`config.mk`:
```
export PLATFORM = sky130hd
export DESIGN_NAME = three_wave_generator_with_timer_flat
export DESIGN_NICKNAME = d
export VERILOG_FILES = /design/src/rtl/twg_pkg.sv /design/src/rtl/twg_if.sv /design/src/rtl/twg_wave.sv /design/src/rtl/twg_timer.sv /design/src/rtl/three_wave_generator_with_timer.sv /design/src/flat_wrapper.sv
export SDC_FILE = /design/constraint.sdc
export NUM_CORES = 1
export LEC_CHECK = 0
export ABC_AREA = 1
export BUFFER_PORTS_ARGS = -buffer_cell sky130_fd_sc_hd__clkbuf_2
export CAP_MARGIN = 25
export CELL_PAD_IN_SITES_DETAIL_PLACEMENT = 1
export CELL_PAD_IN_SITES_GLOBAL_PLACEMENT = 2
export CORE_MARGIN = 4
export CORE_UTILIZATION = 35
export DETAILED_ROUTE_END_ITERATION = 7
export GPL_ROUTABILITY_DRIVEN = 1
export PLACE_DENSITY_LB_ADDON = 0.1
export SYNTH_ARGS = -nofsm -noshare
export SYNTH_HDL_FRONTEND = slang
export SYNTH_SLANG_ARGS = --single-unit
```
`constraint.sdc`:
```
create_clock -name clk -period 4.5 [get_ports clk]
set_input_delay 0.45 -clock clk [delete_from_list [all_inputs] [get_ports clk]]
set_output_delay 0.45 -clock clk [all_outputs]
set_load 0.01 [all_outputs]
```
`src/rtl/twg_pkg.sv`:
```
// ----------------------------------------------------------------------------
// twg_pkg
// Shared types, constants and the seven-segment decoder of the wave generator.
// ----------------------------------------------------------------------------
`default_nettype none

package twg_pkg;

	localparam int SAMPLE_BITS = 16;
	localparam int PHASE_BITS  = 17;
	localparam int AMP_BITS    = 15;
	localparam int SPS_BITS    = 18;
	localparam int SEG_BITS    = 7;
	localparam int ADDR_BITS   = 4;
	localparam int DATA_BITS   = 32;

	localparam logic [AMP_BITS-1:0] AMPLITUDE_RST  = 15'd30000;
	localparam logic [AMP_BITS-1:0] PHASE_STEP_RST = 15'd300;
	localparam logic [SPS_BITS-1:0] SPS_RST        = 18'd48000;
	localparam logic signed [PHASE_BITS-1:0] PHASE_RST = -17'sd30000;

	// register index, taken from paddr[3:2]
	typedef enum logic [1:0] {
		REG_AMPLITUDE  = 2'd0,
		REG_PHASE_STEP = 2'd1,
		REG_SPS        = 2'd2
	} twg_reg_t;

	typedef enum logic [1:0] {
		WAVE_SAW    = 2'd0,
		WAVE_SQUARE = 2'd1,
		WAVE_TRI    = 2'd2
	} twg_wave_t;

	typedef struct packed {
		logic take;   // an item leaves the input stage
		logic emit;   // that item produces a sample
	} twg_ctl_t;

	typedef struct packed {
		logic [SEG_BITS-1:0] mins_hi;
		logic [SEG_BITS-1:0] mins_lo;
		logic [SEG_BITS-1:0] secs_hi;
		logic [SEG_BITS-1:0] secs_lo;
	} twg_seg_t;

	// segments A-G in bits 0-6
	function automatic logic [SEG_BITS-1:0] seg_code(input logic [3:0] digit);
		logic [SEG_BITS-1:0] code;
		case (digit)
			4'd0: code = 7'b0111111;
			4'd1: code = 7'b0000110;
			4'd2: code = 7'b1011011;
			4'd3: code = 7'b1001111;
			4'd4: code = 7'b1100110;
			4'd5: code = 7'b1101101;
			4'd6: code = 7'b1111101;
			4'd7: code = 7'b0000111;
			4'd8: code = 7'b1111111;
			4'd9: code = 7'b1101111;
			default: code = 7'b0000000;
		endcase
		return code;
	endfunction

endpackage

`default_nettype wire

```
`src/rtl/twg_if.sv`:
```
// ----------------------------------------------------------------------------
// twg_if
// Valid/ready channels for button polls and generated results.
// ----------------------------------------------------------------------------
`default_nettype none

interface twg_poll_if;
	logic valid;
	logic ready;
	logic next_level;
	logic prev_level;
	logic pause_level;

	modport source (output valid, output next_level, output prev_level,
		output pause_level, input ready);
	modport sink (input valid, input next_level, input prev_level,
		input pause_level, output ready);
endinterface

interface twg_result_if;
	logic        valid;
	logic        ready;
	logic signed [twg_pkg::SAMPLE_BITS-1:0] sample;
	logic        sample_valid;
	logic [1:0]  wave_now;
	logic [twg_pkg::SEG_BITS-1:0] seg_min_tens;
	logic [twg_pkg::SEG_BITS-1:0] seg_min_units;
	logic [twg_pkg::SEG_BITS-1:0] seg_sec_tens;
	logic [twg_pkg::SEG_BITS-1:0] seg_sec_units;

	modport source (output valid, output sample, output sample_valid,
		output wave_now, output seg_min_tens, output seg_min_units,
		output seg_sec_tens, output seg_sec_units, input ready);
	modport sink (input valid, input sample, input sample_valid,
		input wave_now, input seg_min_tens, input seg_min_units,
		input seg_sec_tens, input seg_sec_units, output ready);
endinterface

`default_nettype wire

```
`src/rtl/twg_wave.sv`:
```
// ----------------------------------------------------------------------------
// twg_wave
// Wave selection from button edges and the phase accumulator with its shapes.
// ----------------------------------------------------------------------------
`default_nettype none

module twg_wave (
	input  logic clk,
	input  logic arst_n,
	input  twg_pkg::twg_ctl_t ctl,
	input  logic next_level,
	input  logic prev_level,
	input  logic [twg_pkg::AMP_BITS-1:0] amplitude,
	input  logic [twg_pkg::AMP_BITS-1:0] phase_step,
	output twg_pkg::twg_wave_t wave_now,
	output logic signed [twg_pkg::SAMPLE_BITS-1:0] sample
);

	twg_pkg::twg_wave_t wave_q, wave_inc, wave_dec;
	logic last_next_q, last_prev_q, rising_q;
	logic signed [twg_pkg::PHASE_BITS-1:0] phase_q, phase_nx;
	logic signed [twg_pkg::PHASE_BITS-1:0] amp_ext, neg_amp, phase_up, phase_dn;
	logic rising_nx;
	logic rise_next, rise_prev;

	always_comb begin
		case (wave_q)
			twg_pkg::WAVE_SAW:    wave_inc = twg_pkg::WAVE_SQUARE;
			twg_pkg::WAVE_SQUARE: wave_inc = twg_pkg::WAVE_TRI;
			default:              wave_inc = twg_pkg::WAVE_SAW;
		endcase
		case (wave_q)
			twg_pkg::WAVE_SAW:    wave_dec = twg_pkg::WAVE_TRI;
			twg_pkg::WAVE_SQUARE: wave_dec = twg_pkg::WAVE_SAW;
			default:              wave_dec = twg_pkg::WAVE_SQUARE;
		endcase
	end

	assign rise_next = next_level & ~last_next_q;
	assign rise_prev = prev_level & ~last_prev_q;

	// both edges in one poll cancel
	always_comb begin
		case ({rise_next, rise_prev})
			2'b10:   wave_now = wave_inc;
			2'b01:   wave_now = wave_dec;
			default: wave_now = wave_q;
		endcase
	end

	assign amp_ext  = {2'b00, amplitude};
	assign neg_amp  = twg_pkg::PHASE_BITS'(17'd0 - amp_ext);
	assign phase_up = phase_q + {2'b00, phase_step};
	assign phase_dn = phase_q - {2'b00, phase_step};

	always_comb begin
		phase_nx  = phase_up;
		rising_nx = rising_q;
		if (wave_now == twg_pkg::WAVE_TRI) begin
			if (rising_q) begin
				phase_nx = phase_up;
				if (phase_up >= amp_ext) rising_nx = 1'b0;
			end else begin
				phase_nx = phase_dn;
				if (phase_dn <= neg_amp) rising_nx = 1'b1;
			end
		end else if (phase_up > amp_ext) begin
			phase_nx = neg_amp;
		end
	end

	always_comb begin
		if (!ctl.emit) begin
			sample = '0;
		end else if (wave_now == twg_pkg::WAVE_SQUARE) begin
			sample = phase_q[twg_pkg::PHASE_BITS-1] ? neg_amp[twg_pkg::SAMPLE_BITS-1:0]
				: amp_ext[twg_pkg::SAMPLE_BITS-1:0];
		end else begin
			sample = phase_q[twg_pkg::SAMPLE_BITS-1:0];
		end
	end

	always_ff @(posedge clk or negedge arst_n) begin
		if (!arst_n) begin
			wave_q      <= twg_pkg::WAVE_SAW;
			last_next_q <= 1'b0;
			last_prev_q <= 1'b0;
			phase_q     <= twg_pkg::PHASE_RST;
			rising_q    <= 1'b1;
		end else begin
			if (ctl.take) begin
				wave_q      <= wave_now;
				last_next_q <= next_level;
				last_prev_q <= prev_level;
			end
			if (ctl.emit) begin
				phase_q  <= phase_nx;
				rising_q <= rising_nx;
			end
		end
	end

endmodule

`default_nettype wire

```
`src/rtl/twg_timer.sv`:
```
// ----------------------------------------------------------------------------
// twg_timer
// Elapsed-time counter in decimal digits with seven-segment decode.
// ----------------------------------------------------------------------------
`default_nettype none

module twg_timer (
	input  logic clk,
	input  logic arst_n,
	input  twg_pkg::twg_ctl_t ctl,
	input  logic [twg_pkg::SPS_BITS-1:0] samples_per_second,
	output twg_pkg::twg_seg_t seg
);

	logic [twg_pkg::SPS_BITS-1:0] sub_q, sub_nx, limit;
	logic [twg_pkg::SPS_BITS:0]   sub_inc;
	logic [3:0] sec_u_q, min_u_q, min_t_q, sec_u_nx, min_u_nx, min_t_nx;
	logic [2:0] sec_t_q, sec_t_nx;
	logic second_done;

	assign limit       = (samples_per_second == '0) ? twg_pkg::SPS_BITS'(1)
		: samples_per_second;
	assign sub_inc     = {1'b0, sub_q} + 19'd1;
	assign second_done = ctl.emit && (sub_inc >= {1'b0, limit});

	// carry through the digits; wrap after 99:59
	always_comb begin
		sub_nx   = ctl.emit ? sub_inc[twg_pkg::SPS_BITS-1:0] : sub_q;
		sec_u_nx = sec_u_q;
		sec_t_nx = sec_t_q;
		min_u_nx = min_u_q;
		min_t_nx = min_t_q;
		if (second_done) begin
			sub_nx = '0;
			if (sec_u_q != 4'd9) begin
				sec_u_nx = sec_u_q + 4'd1;
			end else begin
				sec_u_nx = 4'd0;
				if (sec_t_q != 3'd5) begin
					sec_t_nx = sec_t_q + 3'd1;
				end else begin
					sec_t_nx = 3'd0;
					if (min_u_q != 4'd9) begin
						min_u_nx = min_u_q + 4'd1;
					end else begin
						min_u_nx = 4'd0;
						min_t_nx = (min_t_q == 4'd9) ? 4'd0 : min_t_q + 4'd1;
					end
				end
			end
		end
	end

	assign seg.mins_hi = twg_pkg::seg_code(min_t_nx);
	assign seg.mins_lo = twg_pkg::seg_code(min_u_nx);
	assign seg.secs_hi = twg_pkg::seg_code({1'b0, sec_t_nx});
	assign seg.secs_lo = twg_pkg::seg_code(sec_u_nx);

	always_ff @(posedge clk or negedge arst_n) begin
		if (!arst_n) begin
			sub_q   <= '0;
			sec_u_q <= '0;
			sec_t_q <= '0;
			min_u_q <= '0;
			min_t_q <= '0;
		end else if (ctl.emit) begin
			sub_q   <= sub_nx;
			sec_u_q <= sec_u_nx;
			sec_t_q <= sec_t_nx;
			min_u_q <= min_u_nx;
			min_t_q <= min_t_nx;
		end
	end

endmodule

`default_nettype wire

```
`src/rtl/three_wave_generator_with_timer.sv`:
```
// ----------------------------------------------------------------------------
// three_wave_generator_with_timer
// Sawtooth / square / triangle generator with an mm:ss elapsed-sample clock.
// ----------------------------------------------------------------------------
// Each poll transaction on the poll channel gives exactly one result
// transaction: the wave choice after the button edges of that poll, one
// 16-bit sample (zero with sample_valid low when pause_level is set), and
// the elapsed time as four seven-segment codes. A poll is registered in an
// input stage, then combinational logic (wave step, phase update, time
// carry) loads the result register; one poll is taken every clock while the
// result side keeps up, and the throughput limit is the state update of the
// phase accumulator and time counter. Polls keep flowing while a finished
// result waits, until both the input stage and the result register are full.
// Registers (APB, 32-bit data): 0x0 amplitude, 0x4 phase_step,
// 0x8 samples_per_second (0 counts as 1).
// Write them only while no poll is in flight.
`default_nettype none

module three_wave_generator_with_timer (
	input  logic clk,
	input  logic arst_n,
	twg_poll_if.sink     poll,
	twg_result_if.source result,
	input  logic psel,
	input  logic penable,
	input  logic pwrite,
	input  logic [twg_pkg::ADDR_BITS-1:0] paddr,
	input  logic [twg_pkg::DATA_BITS-1:0] pwdata,
	output logic [twg_pkg::DATA_BITS-1:0] prdata,
	output logic pready
);

	// configuration registers
	logic [twg_pkg::AMP_BITS-1:0] amplitude_q, phase_step_q;
	logic [twg_pkg::SPS_BITS-1:0] sps_q;
	twg_pkg::twg_reg_t reg_sel;
	logic cfg_write;

	// input stage
	logic valid_s1, next_s1, prev_s1, pause_s1;
	logic adv_s1;

	// result register
	logic out_valid_q, sample_valid_q;
	logic signed [twg_pkg::SAMPLE_BITS-1:0] sample_q, sample_nx;
	twg_pkg::twg_wave_t wave_q, wave_nx;
	twg_pkg::twg_seg_t seg_q, seg_nx;
	twg_pkg::twg_ctl_t ctl;

	assign pready    = 1'b1;
	assign reg_sel   = twg_pkg::twg_reg_t'(paddr[3:2]);
	assign cfg_write = psel && penable && pwrite && pready;

	always_ff @(posedge clk or negedge arst_n) begin
		if (!arst_n) begin
			amplitude_q  <= twg_pkg::AMPLITUDE_RST;
			phase_step_q <= twg_pkg::PHASE_STEP_RST;
			sps_q        <= twg_pkg::SPS_RST;
		end else if (cfg_write) begin
			case (reg_sel)
				twg_pkg::REG_AMPLITUDE:  amplitude_q  <= pwdata[twg_pkg::AMP_BITS-1:0];
				twg_pkg::REG_PHASE_STEP: phase_step_q <= pwdata[twg_pkg::AMP_BITS-1:0];
				twg_pkg::REG_SPS:        sps_q        <= pwdata[twg_pkg::SPS_BITS-1:0];
				default: ;
			endcase
		end
	end

	always_comb begin
		case (reg_sel)
			twg_pkg::REG_AMPLITUDE:  prdata = {17'd0, amplitude_q};
			twg_pkg::REG_PHASE_STEP: prdata = {17'd0, phase_step_q};
			twg_pkg::REG_SPS:        prdata = {14'd0, sps_q};
			default:                 prdata = '0;
		endcase
	end

	// advance the input stage whenever the result register is free or draining
	assign adv_s1     = valid_s1 && (!out_valid_q || result.ready);
	assign poll.ready = !valid_s1 || adv_s1;

	assign ctl.take = adv_s1;
	assign ctl.emit = adv_s1 && !pause_s1;

	always_ff @(posedge clk or negedge arst_n) begin
		if (!arst_n) begin
			valid_s1 <= 1'b0;
		end else if (poll.ready) begin
			valid_s1 <= poll.valid;
		end
	end

	// payload of the input stage; hold while stalled
	always_ff @(posedge clk) begin
		if (poll.valid && poll.ready) begin
			next_s1  <= poll.next_level;
			prev_s1  <= poll.prev_level;
			pause_s1 <= poll.pause_level;
		end
	end

	twg_wave u_wave (
		.clk        (clk),
		.arst_n     (arst_n),
		.ctl        (ctl),
		.next_level (next_s1),
		.prev_level (prev_s1),
		.amplitude  (amplitude_q),
		.phase_step (phase_step_q),
		.wave_now   (wave_nx),
		.sample     (sample_nx)
	);

	twg_timer u_timer (
		.clk                (clk),
		.arst_n             (arst_n),
		.ctl                (ctl),
		.samples_per_second (sps_q),
		.seg                (seg_nx)
	);

	always_ff @(posedge clk or negedge arst_n) begin
		if (!arst_n) begin
			out_valid_q <= 1'b0;
		end else if (!out_valid_q || result.ready) begin
			out_valid_q <= valid_s1;
		end
	end

	// load the result with the item leaving the input stage
	always_ff @(posedge clk) begin
		if (adv_s1) begin
			sample_q       <= sample_nx;
			sample_valid_q <= !pause_s1;
			wave_q         <= wave_nx;
			seg_q          <= seg_nx;
		end
	end

	assign result.valid         = out_valid_q;
	assign result.sample        = sample_q;
	assign result.sample_valid  = sample_valid_q;
	assign result.wave_now      = wave_q;
	assign result.seg_min_tens  = seg_q.mins_hi;
	assign result.seg_min_units = seg_q.mins_lo;
	assign result.seg_sec_tens  = seg_q.secs_hi;
	assign result.seg_sec_units = seg_q.secs_lo;

endmodule

`default_nettype wire

```
`src/flat_wrapper.sv`:
```
// flat-port wrapper written by rule: the top's interface ports become plain ports
module three_wave_generator_with_timer_flat 
  (clk, arst_n, psel, penable, pwrite, paddr, pwdata, prdata, pready, poll_valid, poll_next_level, poll_prev_level, poll_pause_level, poll_ready, result_valid, result_sample, result_sample_valid, result_wave_now, result_seg_min_tens, result_seg_min_units, result_seg_sec_tens, result_seg_sec_units, result_ready);
  twg_poll_if poll_i ();
  twg_result_if result_i ();
  input  logic clk;
  input  logic arst_n;
  input  logic psel;
  input  logic penable;
  input  logic pwrite;
  input  logic [twg_pkg::ADDR_BITS-1:0] paddr;
  input  logic [twg_pkg::DATA_BITS-1:0] pwdata;
  output logic [twg_pkg::DATA_BITS-1:0] prdata;
  output logic pready;
  input wire logic [$bits(poll_i.valid)-1:0] poll_valid;
  input wire logic [$bits(poll_i.next_level)-1:0] poll_next_level;
  input wire logic [$bits(poll_i.prev_level)-1:0] poll_prev_level;
  input wire logic [$bits(poll_i.pause_level)-1:0] poll_pause_level;
  output wire logic [$bits(poll_i.ready)-1:0] poll_ready;
  output wire logic [$bits(result_i.valid)-1:0] result_valid;
  output wire logic [$bits(result_i.sample)-1:0] result_sample;
  output wire logic [$bits(result_i.sample_valid)-1:0] result_sample_valid;
  output wire logic [$bits(result_i.wave_now)-1:0] result_wave_now;
  output wire logic [$bits(result_i.seg_min_tens)-1:0] result_seg_min_tens;
  output wire logic [$bits(result_i.seg_min_units)-1:0] result_seg_min_units;
  output wire logic [$bits(result_i.seg_sec_tens)-1:0] result_seg_sec_tens;
  output wire logic [$bits(result_i.seg_sec_units)-1:0] result_seg_sec_units;
  input wire logic [$bits(result_i.ready)-1:0] result_ready;
  assign poll_i.valid = poll_valid;
  assign poll_i.next_level = poll_next_level;
  assign poll_i.prev_level = poll_prev_level;
  assign poll_i.pause_level = poll_pause_level;
  assign poll_ready = poll_i.ready;
  assign result_valid = result_i.valid;
  assign result_sample = result_i.sample;
  assign result_sample_valid = result_i.sample_valid;
  assign result_wave_now = result_i.wave_now;
  assign result_seg_min_tens = result_i.seg_min_tens;
  assign result_seg_min_units = result_i.seg_min_units;
  assign result_seg_sec_tens = result_i.seg_sec_tens;
  assign result_seg_sec_units = result_i.seg_sec_units;
  assign result_i.ready = result_ready;
  three_wave_generator_with_timer u_core (.clk(clk), .arst_n(arst_n), .poll(poll_i), .result(result_i), .psel(psel), .penable(penable), .pwrite(pwrite), .paddr(paddr), .pwdata(pwdata), .prdata(prdata), .pready(pready));
endmodule
```
* After elaboration in Yosys (flattened, before gate mapping)
Memories as Yosys holds them, arrays and structs flattened. A register that Yosys moved wholly into a read port is not among the register bits.
Index checks and enable logic that the tools add are counted.
** Storage, ports and cells
- Flip-flop bits (word level) :: 127
- Latch bits :: 0
- RAM bits :: 0
- Memory bits (read-only) :: 392
- Bits of input ports :: 46
- Output and inout port bits :: 82
- Word-level logic and storage cells :: 98
- Memories kept :: 4
** Memory list
- (no name shown) :: words 16, width 7, read ports 1, clocked after memory_dff 1, wr ports 0, RTL line twg_pkg.sv:50 : case (digit)
- (no name shown) :: words 16, width 7, read ports 1, clocked after memory_dff 1, wr ports 0, RTL line twg_pkg.sv:50
- (no name shown) :: words 16, width 7, read ports 1, clocked after memory_dff 1, wr ports 0, RTL line twg_pkg.sv:50
- (no name shown) :: words 8, width 7, read ports 1, clocked after memory_dff 1, wr ports 0, RTL line twg_pkg.sv:50
** Cells by class
- $add $sub $neg :: 8
- $mul :: 0
- Div/mod/pow operators :: 0
- Magnitude comparators :: 4
- Eq/ne operators :: 11
- Shift operators :: 0
- Multiplexer cells :: 28
- Bitwise logic cells :: 4
- Reductions and logical operators :: 18
** Operators by type and width (count)
- 18-bit one-hot mux with 3 select lines :: 1
- 17-bit 2-to-1 mux :: 3
- 4-bit 2-to-1 mux :: 11
- 18-bit 2-to-1 mux :: 2
- 16-bit 2-to-1 mux :: 2
- 18-bit by 1-bit adder with 19-bit output, second input constant :: 1
- 19-bit by 18-bit >= comparator with 1-bit output :: 1
- 18-bit zero test :: 1
- 17-bit by 15-bit adder with 17-bit output :: 1
- 17-bit by 16-bit >= comparator with 1-bit output :: 1
- 17-bit by 16-bit > comparator with 1-bit output :: 1
- 17-bit by 16-bit less-or-equal comparator with 1-bit output :: 1
- 17-bit by 15-bit subtractor with 17-bit output :: 1
- 1-bit by 15-bit subtractor with 16-bit output, first input constant :: 1
- 4-bit by 1-bit adder with 4-bit output, second input constant :: 3
- 2-bit one-hot mux with 2 select lines :: 3
- 3-bit 2-to-1 mux :: 3
- 2-bit by 1-bit equality test with 1-bit output, second input constant :: 4
- 4-bit != test, second input constant :: 2
- 2-bit AND reduction :: 4
- 2-bit equality test, second input constant :: 3
- 1-bit logical AND :: 6
- 4-bit equality test, second input constant :: 1
- 2-bit zero test :: 2
- other kinds (7) :: 14

* Longest topological paths before layout
Gate-level depths: netlist of the first run.
- Word-level depth :: 6
- Depth in mapped cells :: 31

* Modules after synthesis
From an unflattened synthesis of the first run, not the netlist that was laid out.
** Unflattened totals
- Cells, all modules :: 1662
- Area, all modules :: 12160.4 um2
** Modules (own cells, without submodules)
- twg_wave :: instances 1, cells each 774, area each 4764.6 um2, seq. area each 560.5 um2
- three_wave_generator_with_timer :: instances 1, cells each 365, area each 3972.6 um2, seq. area each 2775.2 um2
- twg_timer :: instances 1, cells each 523, area each 3423.3 um2, seq. area each 825.8 um2

* Worst setup path after synthesis of the first run
No wires, ideal clock.
- Kind :: reg-to-reg
- From :: register u_core.u_timer.sub_q[0] (netlist bit)
- To :: register, netlist name u_core.result.seg_min_units[3]
- Data arrival time :: 3.596 ns
- Required time :: 4.246 ns
- Slack :: 0.649 ns
- Cell stages (with the launch flop) :: 28
- Path buffers :: 0
- Cells stage by stage :: dfrtp_1 > nand3_1 > nor2_1 > nand2_1 > nor2_1 > nand2_1 > inv_1 > nand4_1 > nor3_1 > nand2_1 > xor2_1 > inv_1 > ha_1 > nand2_1 > nor2_1 > nand3_1 > nor3b_1 > nand2_1 > nand2_1 > a21oi_4 > nand3_1 > xor2_1 > inv_1 > ha_1 > nand2_1 > nand2_1 > nand2_1 > nand2_1
** On the way
- Cells in the longest elaborated chain, start to end :: 4
** RTL lines
- start: declaration :: RTL line twg_timer.sv:15 : logic [twg_pkg::SPS_BITS-1:0] sub_q, sub_nx, limit;
- start signal: assignment :: RTL line twg_timer.sv:67 : sub_q <= sub_nx;
- 18-bit by 1-bit adder with 19-bit output :: RTL line twg_timer.sv:23 : assign sub_inc = {1'b0, sub_q} + 19'd1;
- 19-bit by 18-bit >= comparator with 1-bit output :: RTL line twg_timer.sv:24 : assign second_done = ctl.emit && (sub_inc >= {1'b0, limit});
- 1-bit logical AND :: RTL line twg_timer.sv:24
- 4-bit 2-to-1 mux :: RTL line twg_timer.sv:33 : if (second_done) begin
- net u_core.u_timer.min_u_nx[0] :: RTL line twg_timer.sv:17 : logic [3:0] sec_u_q, min_u_q, min_t_q, sec_u_nx, min_u_nx, min_t_nx;
The timed path passes the listed nets, and every way through them passes these cells.
A chain may end at the register's enable or synchronous reset.

* Final worst setup path of the first run
- From :: register u_core.u_timer.sub_q[1] (netlist bit)
- To :: register, netlist name u_core.result.seg_min_units[3]
** On the way
- Cells in the longest elaborated chain, start to end :: 4
** RTL lines (RTL line)
- 18-bit by 1-bit adder with 19-bit output :: twg_timer.sv:23
- 19-bit by 18-bit >= comparator with 1-bit output :: twg_timer.sv:24
- 1-bit logical AND :: twg_timer.sv:24
- 4-bit 2-to-1 mux :: twg_timer.sv:33
- net u_core.u_timer.min_u_nx[0] :: twg_timer.sv:17
The timed path passes the listed nets, and every way through them passes these cells.

==> run summary, run 1 <==
status = completed
f_max = 240 MHz
CP bufs+invs = 2
Top delay family on crit path = simple AND/OR/NAND/NOR gates
DP HPWL = 30.2 mm
share of Yosys cell area claimed by the top area cell type = 16.9%
Avg Cell Area, Syn = 7.53 um2
cell area after synthesis = 11700 um2
total power draw = 8.98 mW
utilization after layout = 41.7%
most used cell, CP = nand2_1
initial antenna violation count = 0
multi-input logic area = 6420 um2
Distinct cells, synth = 64
via density per instance = 5.03
Placement Cell Area = 12900 um2
die width = 191 um
antenna diode count = 0
Startpoint Class = register
share of cells above drive strength 1 = 16.4%
cell with the most instances after synthesis = nand2_1
crit share post-route = 92.6%
count of final hold-check violations = 0
number of flops mapped to enable cells by yosys = 50
PortBufs = 96
Yosys top cell by area = dfrtp_1
clk slew on worst S/H paths = 70 ps
Synth Warn # = 0
CORE AREA = 32700 um2
average wire per standard cell = 17.8 um
total wire length = 38.2 mm
TritonCTS clock tree = built
FFs w/ async S/R, synth = 67.7%
die area = 36400 um2
fillcell total = 4143
TritonCTS Sinks = 155
most frequent cells after synthesis = 372 x nand2_1, 233 x inv_1, 136 x o21ai_0, 116 x nand3_1, 107 x ha_1
DRC = 0
GR Overflow Total = 0
slew margin rel. = 37.6%
gr usage total = 21.3%
Worst Path Required = 4690 ps
Post-Layout Cell Count = 2139
CP peak stage delay = 380 ps
Initial Util = 35.7%
area grow syn2layout = 16.7%
row cnt = 66
Ports = 128
register area = 4160 um2
Seq/Total Area, Yosys = 35.6%
crit path DAT = 4360 ps
post-layout min period = 4170 ps
maximum vdd drop = 0.341 mV
Synth area leaders = dfrtp_1 17%, edfxtp_1 13%, nand2_1 12%
DR vias = 10752
Final Max Tran Viols = 0
Final Skew = 13.3 ps
Inserted Clock Buffers = 17
Primary FF master, synth = dfrtp_1
first-pass GRT wire length = 60.4 mm
worst hold slack = 114 ps
Critical Path End Type = register
Synth Instances = 1552
Yosys reg bits = 155
CTS Root Cell = clkbuf_16
fin nets = 1839
Clk Latency, worst-skew pair = 450 ps
Crit Path Max Fanout = 8
Worst Tran Pin Value = 934 ps
clock buffer depth = 2
Max Cap Viol = 0
DRT iter0 DRCs = 516
worst setup path category = reg -> reg
First-pass DRT Iterations = 6
Cells after DPL = 2099
final instance area = 13600 um2
Hold Crit Class = in -> async
H-tree depth = 4
endpoints failing setup = 0
gpl congestion = 0.902
Crit-path slowest cell = dfrtp_1
P_leak = 6.83 nW
die height = 191 um
pin count of the biggest net entering global routing = 54
PwrDens = 659 nW/um2
Detail Route Antenna Nets = 0
vias in the first global route = 10847
==> registers in the layout (all words and copies together) (netlist names), 2 cells and up <==
| register | flops |
|---|---|
| u_core.u_wave.wave_q | 2 |
| u_core.u_timer.min_u_q | 4 |
| u_core.result.wave_now | 2 |
| u_core.sps_q | 18 |
| u_core.result.sample | 16 |
| u_core.result.seg_sec_units | 7 |
| u_core.amplitude_q | 15 |
| u_core.result.seg_min_units | 7 |
| u_core.u_timer.min_t_q | 4 |
| u_core.result.seg_sec_tens | 7 |
| u_core.phase_step_q | 15 |
| u_core.result.seg_min_tens | 7 |
| u_core.u_timer.sec_t_q | 3 |
| u_core.u_timer.sub_q | 18 |
| u_core.u_wave.phase_q | 17 |
| u_core.u_timer.sec_u_q | 4 |
==> path summary, 6_finish.rpt <==
path	start	end	cells after the start	slack, ps
worst max-delay path	u_core.u_timer.sub_q[1]$_DFFE_PN0P_	u_core.result.seg_min_units[3]$_DFFE_PP_	25	330
worst min register to register	u_core.sps_q[3]$_DFFE_PN0P_	u_core.sps_q[3]$_DFFE_PN0P_	2	490
worst max register to register	u_core.u_timer.sub_q[1]$_DFFE_PN0P_	u_core.result.seg_min_units[3]$_DFFE_PP_	25	330
min in group clk	poll_next_level	u_core.next_s1$_DFFE_PP_	1	190
max in group asynchronous	arst_n	u_core.sps_q[17]$_DFFE_PN0P_	2	3250
worst min-delay path	arst_n	u_core.u_wave.phase_q[12]$_DFFE_PN0P_	1	110
==> layout by cell type, fill, tap and decap left out, types with 18 or more instances in the layout <==
cell type,n
nand2_1,369
ha_1,106
inv_1,231
buf_4,64
edfxtp_1,50
nand4_1,21
nand3_1,115
dfrtp_1,79
a21oi_1,71
nor2_1,73
clkbuf_2,95
xor2_1,38
nand2_2,18
dfstp_2,26
o21ai_0,136
==> power by group <==
part,switching (mW),leakage (nW),internal (mW)
combinational,3.41,4.81,1.81
sequential,0.351,1.73,1.92
clock,0.622,0.282,0.867
total,4.38,6.83,4.60
==> repair_timing <==
action,CTS,global route
hold buffers,0,0
setup buffers,0,7
setup endpoints to repair,0,27
resized for setup,0,18
==> layer usage <==
metal | part of all wire, % | GRT usage, %
met4 | 1.6 | 5.47
met3 | 3.5 | 2.45
met5 | 0 | 0
met2 | 45 | 34.1
met1 | 50 | 30.6
==> metrics by stage <==
stage	TNS [ps]	setup WS (ps)
finish	0	334
global route	-50.3	-34.5
CTS	0	103
detailed placement	0	163
global placement	0	208
floorplan	0	649
==> cell type report <==
class | count | area share [%]
multi-input combinational | 1105 | 47.1
sequential | 155 | 30.5
timing repair buffer | 161 | 7.27
inverter | 244 | 6.74
tap | 442 | 4.06
clock buffer | 19 | 3.18
clock inverter | 13 | 1.09
==> worst reg2reg max path, delay by kind of cell, from the launching register on <==
family / cells / cell delay [ps]
AOI/OAI and AO/OA: 1 / 330
xor gates and xnor gates: 2 / 390
adders and majority gates: 3 / 790
DFF: 1 / 380
buffers and inverters: 2 / 140
and+or+nand+nor: 17 / 1890
==> cell families (layout without fill, tap and decap cells) <==
logic type               count (synthesis)  in the layout  synth area share, %
other                                    2             15               0.0643
AND/OR/NAND/NOR                        655            655                 24.6
buffers and inverters                  305            437                 10.6
multiplexers                             1              1               0.0857
AO/OA/AOI/OAI                          281            281                 14.0
flip-flops                             155            155                 35.6
adder cells (fa/ha/maj)                109            109                 11.8
XOR/XNOR                                44             44                 3.30
Power figures use the tool's default switching activity.
==> inputs of run 2 (changes only) <==
--- a/config.mk
+++ b/config.mk
@@ -14,7 +14,9 @@
 export CORE_UTILIZATION = 35
 export DETAILED_ROUTE_END_ITERATION = 7
 export GPL_ROUTABILITY_DRIVEN = 1
+export GPL_TIMING_DRIVEN = 0
 export PLACE_DENSITY_LB_ADDON = 0.1
+export SLEW_MARGIN = 20
 export SYNTH_ARGS = -nofsm -noshare
 export SYNTH_HDL_FRONTEND = slang
 export SYNTH_SLANG_ARGS = --single-unit
==> run 2 against run 1 <==
Die area unchanged. Final cell count rose by 0.98%. Global-route usage up 0.94 points. Register-to-register slack got worse by 70 ps. Critical path type unchanged. Critical endpoint is now u_core.u_wave.phase_q[1]$_DFFE_PN0P_. Highest routed layer unchanged.
==> run summary, run 2 (synthesis results as in run 1) <==
die area = 36400 um2 (unchanged)
fillcell total = 4105 (-0.92%)
PwrDens = 645 nW/um2 (-2.1%)
leading registers by flop count = u_core.sps_q (18), u_core.u_timer.sub_q (18), u_core.u_wave.phase_q (17)
First-pass DRT Iterations = 5 (-1)
PortBufs = 96 (unchanged)
Crit Path Max Fanout = 10 (+2)
r2r setup slk = 260 ps (-70 ps)
worst hold slack = 186 ps (+71.6 ps)
leading cell type in the layout, fill and taps excluded = nand2_1
Ports = 128 (unchanged)
Inserted Clock Buffers = 17 (unchanged)
Critical Path End Type = register
average wire per standard cell = 18.5 um (+3.5%)
Worst Tran Pin Value = 924 ps (-10.1 ps)
die height = 191 um (unchanged)
Hold Startpoint = poll_prev_level
clk slew on worst S/H paths = 70 ps (about the same)
worst setup path category = reg -> reg
Max Cap Viol = 0 (unchanged)
count of final hold-check violations = 0 (unchanged)
DRT iter0 DRCs = 423 (-18%)
Hold Crit Class = in -> reg
TritonCTS clock tree = built
slew margin rel. = 38.2% (+0.60 points)
most frequent cells in the layout = 363 x nand2_1, 230 x inv_1, 135 x o21ai_0
sum of negative setup slack = 0 ps (unchanged)
DR vias = 10952 (+1.9%)
worst r2r dst = u_core.u_wave.phase_q[1]$_DFFE_PN0P_
total wire length = 39.9 mm (+4.5%)
crit path DAT = 4540 ps (+180 ps)
area grow syn2layout = 18.0%
DP HPWL = 31.8 mm (+5.3%)
GR Overflow Total = 0 (unchanged)
reg2reg start = u_core.u_wave.phase_q[11]$_DFFE_PN1P_
CORE AREA = 32700 um2 (unchanged)
Cell Int Power = 4.46 mW (-3.1%)
Final Max Tran Viols = 0 (unchanged)
Final Skew = 14.8 ps (+1.56 ps)
clock buffer depth = 2 (unchanged)
hold endpoint = u_core.prev_s1$_DFFE_PP_
maximum vdd drop = 0.309 mV (-9.3%)
share of cells above drive strength 1 = 16.7% (+0.26 points)
utilization after layout = 42.1% (+0.46 points)
Initial Util = 35.7% (unchanged)
first-pass GRT wire length = 62.9 mm (+4.3%)
Worst Path Required = 4810 ps (+120 ps)
row cnt = 66 (unchanged)
CTS Root Cell = clkbuf_16
gpl congestion = 0.876 (-2.9%)
endpoints failing setup = 0 (unchanged)
Detail Route Antenna Nets = 0 (unchanged)
antenna diode count = 0 (unchanged)
Sw Ratio = 49.8% (+1.1 points)
crit share post-route = 94.1% (+1.5 points)
P_leak = 6.86 nW (+0.46%)
TritonCTS Sinks = 155 (unchanged)
initial antenna violation count = 0 (unchanged)
clock power share = 16.4% (-0.2 points)
Clk Latency, worst-skew pair = 460 ps (about the same)
H-tree depth = 4 (unchanged)
DRC = 0 (unchanged)
worst hold path depth = 1
fin nets = 1860 (+1.1%)
post-layout min period = 4240 ps (+69.7 ps)
vias in the first global route = 11316 (+4.3%)
Logic pwr share = 57.8% (-0.3 points)
switching power = 4.43 mW (+1.1%)
sequential share of power = 25.8% (+0.5 points)
via density per instance = 5.07 (+0.87%)
status = completed
gr usage total = 22.2% (+0.94 points)
die width = 191 um (unchanged)
f_max = 236 MHz (-1.6%)
pin count of the biggest net entering global routing = 65 (+20%)
R2R depth = 22 (-12%)
Startpoint Class = register
-- run 2: changes by cell type in the layout (fill, tap and decap cells not counted), sizes merged --
cell         change
clkinvlp         +2
inv              -1
clkbuf          +42
bufinv           -3
dlygate4sd3      +1
buf             -17
clkinv           -3
-- run 2: worst max-delay path, cell delays in order (launching register included) --
cell and delay [ps]:
dfstp_2 600, ha_1 240, buf_2 180, inv_1 70, nand2_1 80, nor3_2 240, nand3_1 120, nand3_1 190
a31oi_1 130, or2_2 280, nand2_1 140, inv_1 60, ha_1 290, nand2_1 60, inv_1 110, nand3_2 130
nor4b_4 350, o21ai_4 150, nand2_4 130, buf_4 210, nand3_1 90, nand3_1 120, o21ai_0 100
-- run 2: layout make-up --
cell class / count / area [um2] / area share (%)
clock buffers: 24 / 529 / 3.84
repair buffers: 121 / 716 / 5.19
inverters: 244 / 922 / 6.69
well taps: 442 / 553 / 4.01
multi-input cells: 1105 / 6520 / 47.3
plain buffers: 61 / 325 / 2.36
clock inverters: 8 / 53.8 / 0.390
flip-flops and latches: 155 / 4160 / 30.2
-- run 2: power groups by stage --
stage | registers (mW) | logic, mW | clock network (mW)
after floorplan | 2.20 | 3.42 | 0
after global placement | 2.30 | 4.84 | 0
after detailed placement | 2.31 | 4.97 | 0
after CTS | 2.28 | 5.03 | 1.50
after global routing | 2.33 | 5.85 | 1.57
final | 2.29 | 5.14 | 1.46
-- run 2: how the worst max path moves through the flow --
stage,start,endpoint,slack (ps),depth (start not counted)
after CTS,u_core.u_wave.phase_q[11]$_DFFE_PN1P_,u_core.u_wave.phase_q[1]$_DFFE_PN0P_,40,22
after detailed placement,u_core.phase_step_q[8]$_DFFE_PN1P_,u_core.u_wave.phase_q[1]$_DFFE_PN0P_,-440,23
after global placement,u_core.phase_step_q[8]$_DFFE_PN1P_,u_core.u_wave.phase_q[1]$_DFFE_PN0P_,-320,23
final,u_core.u_wave.phase_q[11]$_DFFE_PN1P_,u_core.u_wave.phase_q[1]$_DFFE_PN0P_,260,22
after floorplan,u_core.u_timer.sub_q[0]$_DFFE_PN0P_,u_core.result.seg_min_units[3]$_DFFE_PP_,650,27
after global routing,u_core.u_timer.sub_q[2]$_DFFE_PN0P_,u_core.result.seg_min_units[3]$_DFFE_PP_,-30,27
-- run 2: what timing repair did --
action	in CTS	in global routing
gates resized for setup	7	40
pin swaps	2	12
setup buffers	5	17
setup endpoints to repair	37	41
hold buffers	1	0
endpoints found under the hold margin	24	0
-- run 2: metal layers --
layer	vias to the layer above	track usage (%)	routed length (um)
li1	5386	-	-
met1	5328	30.5	19300
met2	202	36.6	18500
met3	36	3.55	1300
met4	0	5.69	836
met5	-	0	0
-- run 2: per-stage QoR --
stage	cell area, um2	worst slack [ps]	cells	power, mW
CTS	13500	39.3	2143	8.81
global placement	12800	-317	2103	7.13
finish	13800	265	2160	8.89
global route	13800	-31.6	2160	9.75
detailed placement	12800	-440	2105	7.27
floorplan	11700	649	1565	5.62
==> inputs of run 3 (changes only) <==
--- a/config.mk
+++ b/config.mk
@@ -5,13 +5,12 @@
 export SDC_FILE = /design/constraint.sdc
 export NUM_CORES = 1
 export LEC_CHECK = 0
-export ABC_AREA = 1
 export BUFFER_PORTS_ARGS = -buffer_cell sky130_fd_sc_hd__clkbuf_2
 export CAP_MARGIN = 25
 export CELL_PAD_IN_SITES_DETAIL_PLACEMENT = 1
 export CELL_PAD_IN_SITES_GLOBAL_PLACEMENT = 2
 export CORE_MARGIN = 4
-export CORE_UTILIZATION = 35
+export CORE_UTILIZATION = 37
 export DETAILED_ROUTE_END_ITERATION = 7
 export GPL_ROUTABILITY_DRIVEN = 1
 export GPL_TIMING_DRIVEN = 0
==> run 3 against run 2 <==
Die area decreased by 6.4%. Count of clock-buffer cells in the layout increased by 1. Largest power group unchanged. First-iteration DRC count increased by 32%. Worst setup slack got worse by 230 ps. Largest cell class unchanged. Highest routed layer unchanged. Sequential cell count unchanged. Critical endpoint is now u_core.u_wave.phase_q[14]$_DFFE_PN0P_. Synthesized area decreased by 1.3%.
==> run summary, run 3 <==
die height = 184 um (-3.3%)
Crit Path Max Fanout = 7 (-3)
P_leak = 6.16 nW (-10%)
cell area after synthesis = 11500 um2 (-1.3%)
initial antenna violation count = 0 (unchanged)
clk slew on worst S/H paths = 70 ps (about the same)
CTS Root Cell = clkbuf_16
Inserted Clock Buffers = 17 (unchanged)
DR vias = 9955 (-9.1%)
endpoints failing setup = 0 (unchanged)
first-pass GRT wire length = 59.2 mm (-5.9%)
die width = 184 um (-3.3%)
RSZ-0062 raised after global routing = yes
post-layout min period = 4460 ps (+227 ps)
R2R depth = 21 (-4.5%)
status = completed
die area = 34000 um2 (-6.4%)
Distinct cells, synth = 88 (+38%)
Final Skew = 10.5 ps (-4.36 ps)
Worst Path Required = 4860 ps (+50 ps)
row cnt = 64 (-3.0%)
Final Max Tran Viols = 0 (unchanged)
number of flops mapped to enable cells by yosys = 50 (unchanged)
pin count of the biggest net entering global routing = 77 (+18%)
fin nets = 1602 (-14%)
PnR worst setup slack = 37.8 ps (-227 ps)
Clk Latency, worst-skew pair = 440 ps (-20 ps)
Hold Startpoint = poll_prev_level
vias in the first global route = 10465 (-7.5%)
via density per instance = 5.36 (+5.8%)
area grow syn2layout = 23.0%
total wire length = 38.2 mm (-4.3%)
f_max = 224 MHz (-5.1%)
Seq/Total Area, Yosys = 36.1% (+0.48 points)
reg2reg start = u_core.phase_step_q[5]$_DFFE_PN1P_
gr usage total = 22.3% (+0.14 points)
FFs w/ async S/R, synth = 67.7% (unchanged)
Avg Cell Area, Syn = 9.00 um2 (+20%)
Synth Warn # = 0 (unchanged)
crit path DAT = 4820 ps (+280 ps)
TritonCTS Sinks = 155 (unchanged)
most frequent cells in the layout = 120 x nand2_1, 106 x o21ai_0, 93 x ha_1, 93 x clkbuf_2, 83 x nor2_1
Detail Route Antenna Nets = 0 (unchanged)
Place WS = -733 ps (-292 ps)
Initial Util = 37.6% (+1.9 points)
leading registers by flop count = u_core.sps_q (18), u_core.u_timer.sub_q (18), u_core.u_wave.phase_q (17)
worst r2r dst = u_core.u_wave.phase_q[14]$_DFFE_PN0P_
Yosys top cell by area = dfrtp_1
worst hold path depth = 1 (unchanged)
share of Yosys cell area claimed by the top area cell type = 17.2% (+0.23 points)
Synth area leaders = dfrtp_1 17%, edfxtp_1 13%, ha_1 12%
Yosys reg bits = 155 (unchanged)
count of final hold-check violations = 0 (unchanged)
gpl congestion = 0.840 (-4.1%)
Hold Crit Class = in -> reg
Critical Path End Type = register
TritonCTS clock tree = built
worst hold slack = 177 ps (-8.47 ps)
GR Overflow Total = 0 (unchanged)
DP HPWL = 28.7 mm (-9.6%)
First-pass DRT Iterations = 4 (-1)
CORE AREA = 30700 um2 (-6.2%)
slew margin rel. = 43.2% (+5.1 points)
Startpoint Class = register
PortBufs = 94 (-2.1%)
worst setup path category = reg -> reg
r2r setup slk = 40 ps (-230 ps)
crit share post-route = 99.2% (+5.0 points)
average wire per standard cell = 20.6 um (+11%)
DRT iter0 DRCs = 558 (+32%)
maximum vdd drop = 0.273 mV (-12%)
most frequent cells after synthesis = 121 x nand2_1, 115 x o21ai_0, 107 x ha_1, 86 x inv_1, 86 x nor2_1
cell with the most instances after synthesis = nand2_1
share of cells above drive strength 1 = 24.9% (+8.2 points)
Max Cap Viol = 0 (unchanged)
Worst Tran Pin Value = 851 ps (-73.0 ps)
Ports = 128 (unchanged)
clock buffer depth = 2 (unchanged)
leading cell type in the layout, fill and taps excluded = nand2_1
antenna diode count = 0 (unchanged)
DRC = 0 (unchanged)
hold endpoint = u_core.prev_s1$_DFFE_PP_
Synth Instances = 1281 (-17%)
H-tree depth = 4 (unchanged)
PwrDens = 617 nW/um2 (-4.3%)
Primary FF master, synth = dfrtp_1
fillcell total = 3609 (-12%)
## run 3: cell types whose count changed in the layout (fill, tap and decap cells not counted), sizes merged, moves of 21 or more
| cell | delta |
|---|---|
| mux2i | +23 |
| o21ai | -22 |
| xnor2 | +58 |
| nand3 | -83 |
| nand2 | -268 |
| xor2 | -21 |
| buf | +24 |
| inv | -150 |
| mux2 | +25 |
## run 3: how the worst max path moves through the flow
stage                                                   start                                        to  slack, ps
after floorplan           u_core.u_timer.sub_q[0]$_DFFE_PN0P_  u_core.result.seg_min_units[3]$_DFFE_PP_          7
after global placement    u_core.u_timer.sub_q[0]$_DFFE_PN0P_  u_core.result.seg_min_units[3]$_DFFE_PP_       -710
after detailed placement  u_core.u_timer.sub_q[0]$_DFFE_PN0P_  u_core.result.seg_min_units[3]$_DFFE_PP_       -730
after CTS                 u_core.u_timer.sub_q[0]$_DFFE_PN0P_  u_core.result.seg_min_units[3]$_DFFE_PP_         -4
after global routing       u_core.phase_step_q[5]$_DFFE_PN1P_     u_core.u_wave.phase_q[14]$_DFFE_PN0P_       -120
final                      u_core.phase_step_q[5]$_DFFE_PN1P_     u_core.u_wave.phase_q[14]$_DFFE_PN0P_         40
## run 3: logic make-up after synthesis
group	synth area share, %
simple gates	16.4
compound gates	18.0
buf+inv	6.38
flops	36.1
fa+ha+maj	12.2
xor+xnor	6.22
mux	4.56
other cells	0.0652
## run 3: report_power, final
group | total, mW | switching, mW | internal (mW)
registers | 2.08 | 0.312 | 1.77
logic | 5.19 | 2.93 | 2.25
clock network | 1.48 | 0.639 | 0.844
## run 3: critical path: stages (launching register included)
cell	delay, ps
dfstp_2	580
inv_2	60
ha_4	260
nor3b_4	160
or4_4	540
o21a_1	210
o31ai_2	240
a21o_1	190
xnor2_2	110
ha_1	330
buf_6	110
nand2_4	50
nor2_4	80
and3_4	200
nand3_2	100
nand3_2	120
a221oi_4	80
or2_1	260
buf_6	150
buf_6	110
or2_1	230
a41oi_2	190
## run 3: area by class of cell
class | instances | area [um2] | area share, %
clock inverter | 7 | 48.8 | 0.344
tap | 396 | 495 | 3.50
multi-input combinational | 969 | 7270 | 51.3
buffer | 74 | 412 | 2.90
timing repair buffer | 140 | 898 | 6.34
inverter | 90 | 340 | 2.40
clock buffer | 25 | 543 | 3.83
sequential | 155 | 4170 | 29.4
## run 3: metrics by stage
stage                     utilization (%)  area [um2]  setup TNS [ps]  power (mW)  std cells
after floorplan                         -       11600               0        4.93       1294
after global placement               41.0       12600          -24660        6.16       1784
after detailed placement             41.1       12600          -19680        6.23       1785
after CTS                            44.2       13500           -4.30        8.10       1837
after global routing                 46.2       14200           -1880        9.37       1856
final                                46.2       14200               0        8.75       1856
## run 3: repair_timing
item,4_1_cts,5_1_grt
gates resized for setup,40,97
gates cloned,0,2
hold buffers,1,0
endpoints found under the setup margin,44,41
pin swaps,17,56
setup buffers,23,19
hold endpoints to repair,28,0
## run 3: layer usage
layer | routed length (um) | share of wire, % | up-vias | track usage (%)
li1 | - | - | 4832 | -
met1 | 18300 | 48 | 4945 | 31.4
met2 | 18400 | 48 | 140 | 37.4
met3 | 864 | 2.3 | 38 | 2.23
met4 | 589 | 1.5 | 0 | 5.09
met5 | 0 | 0 | - | 0
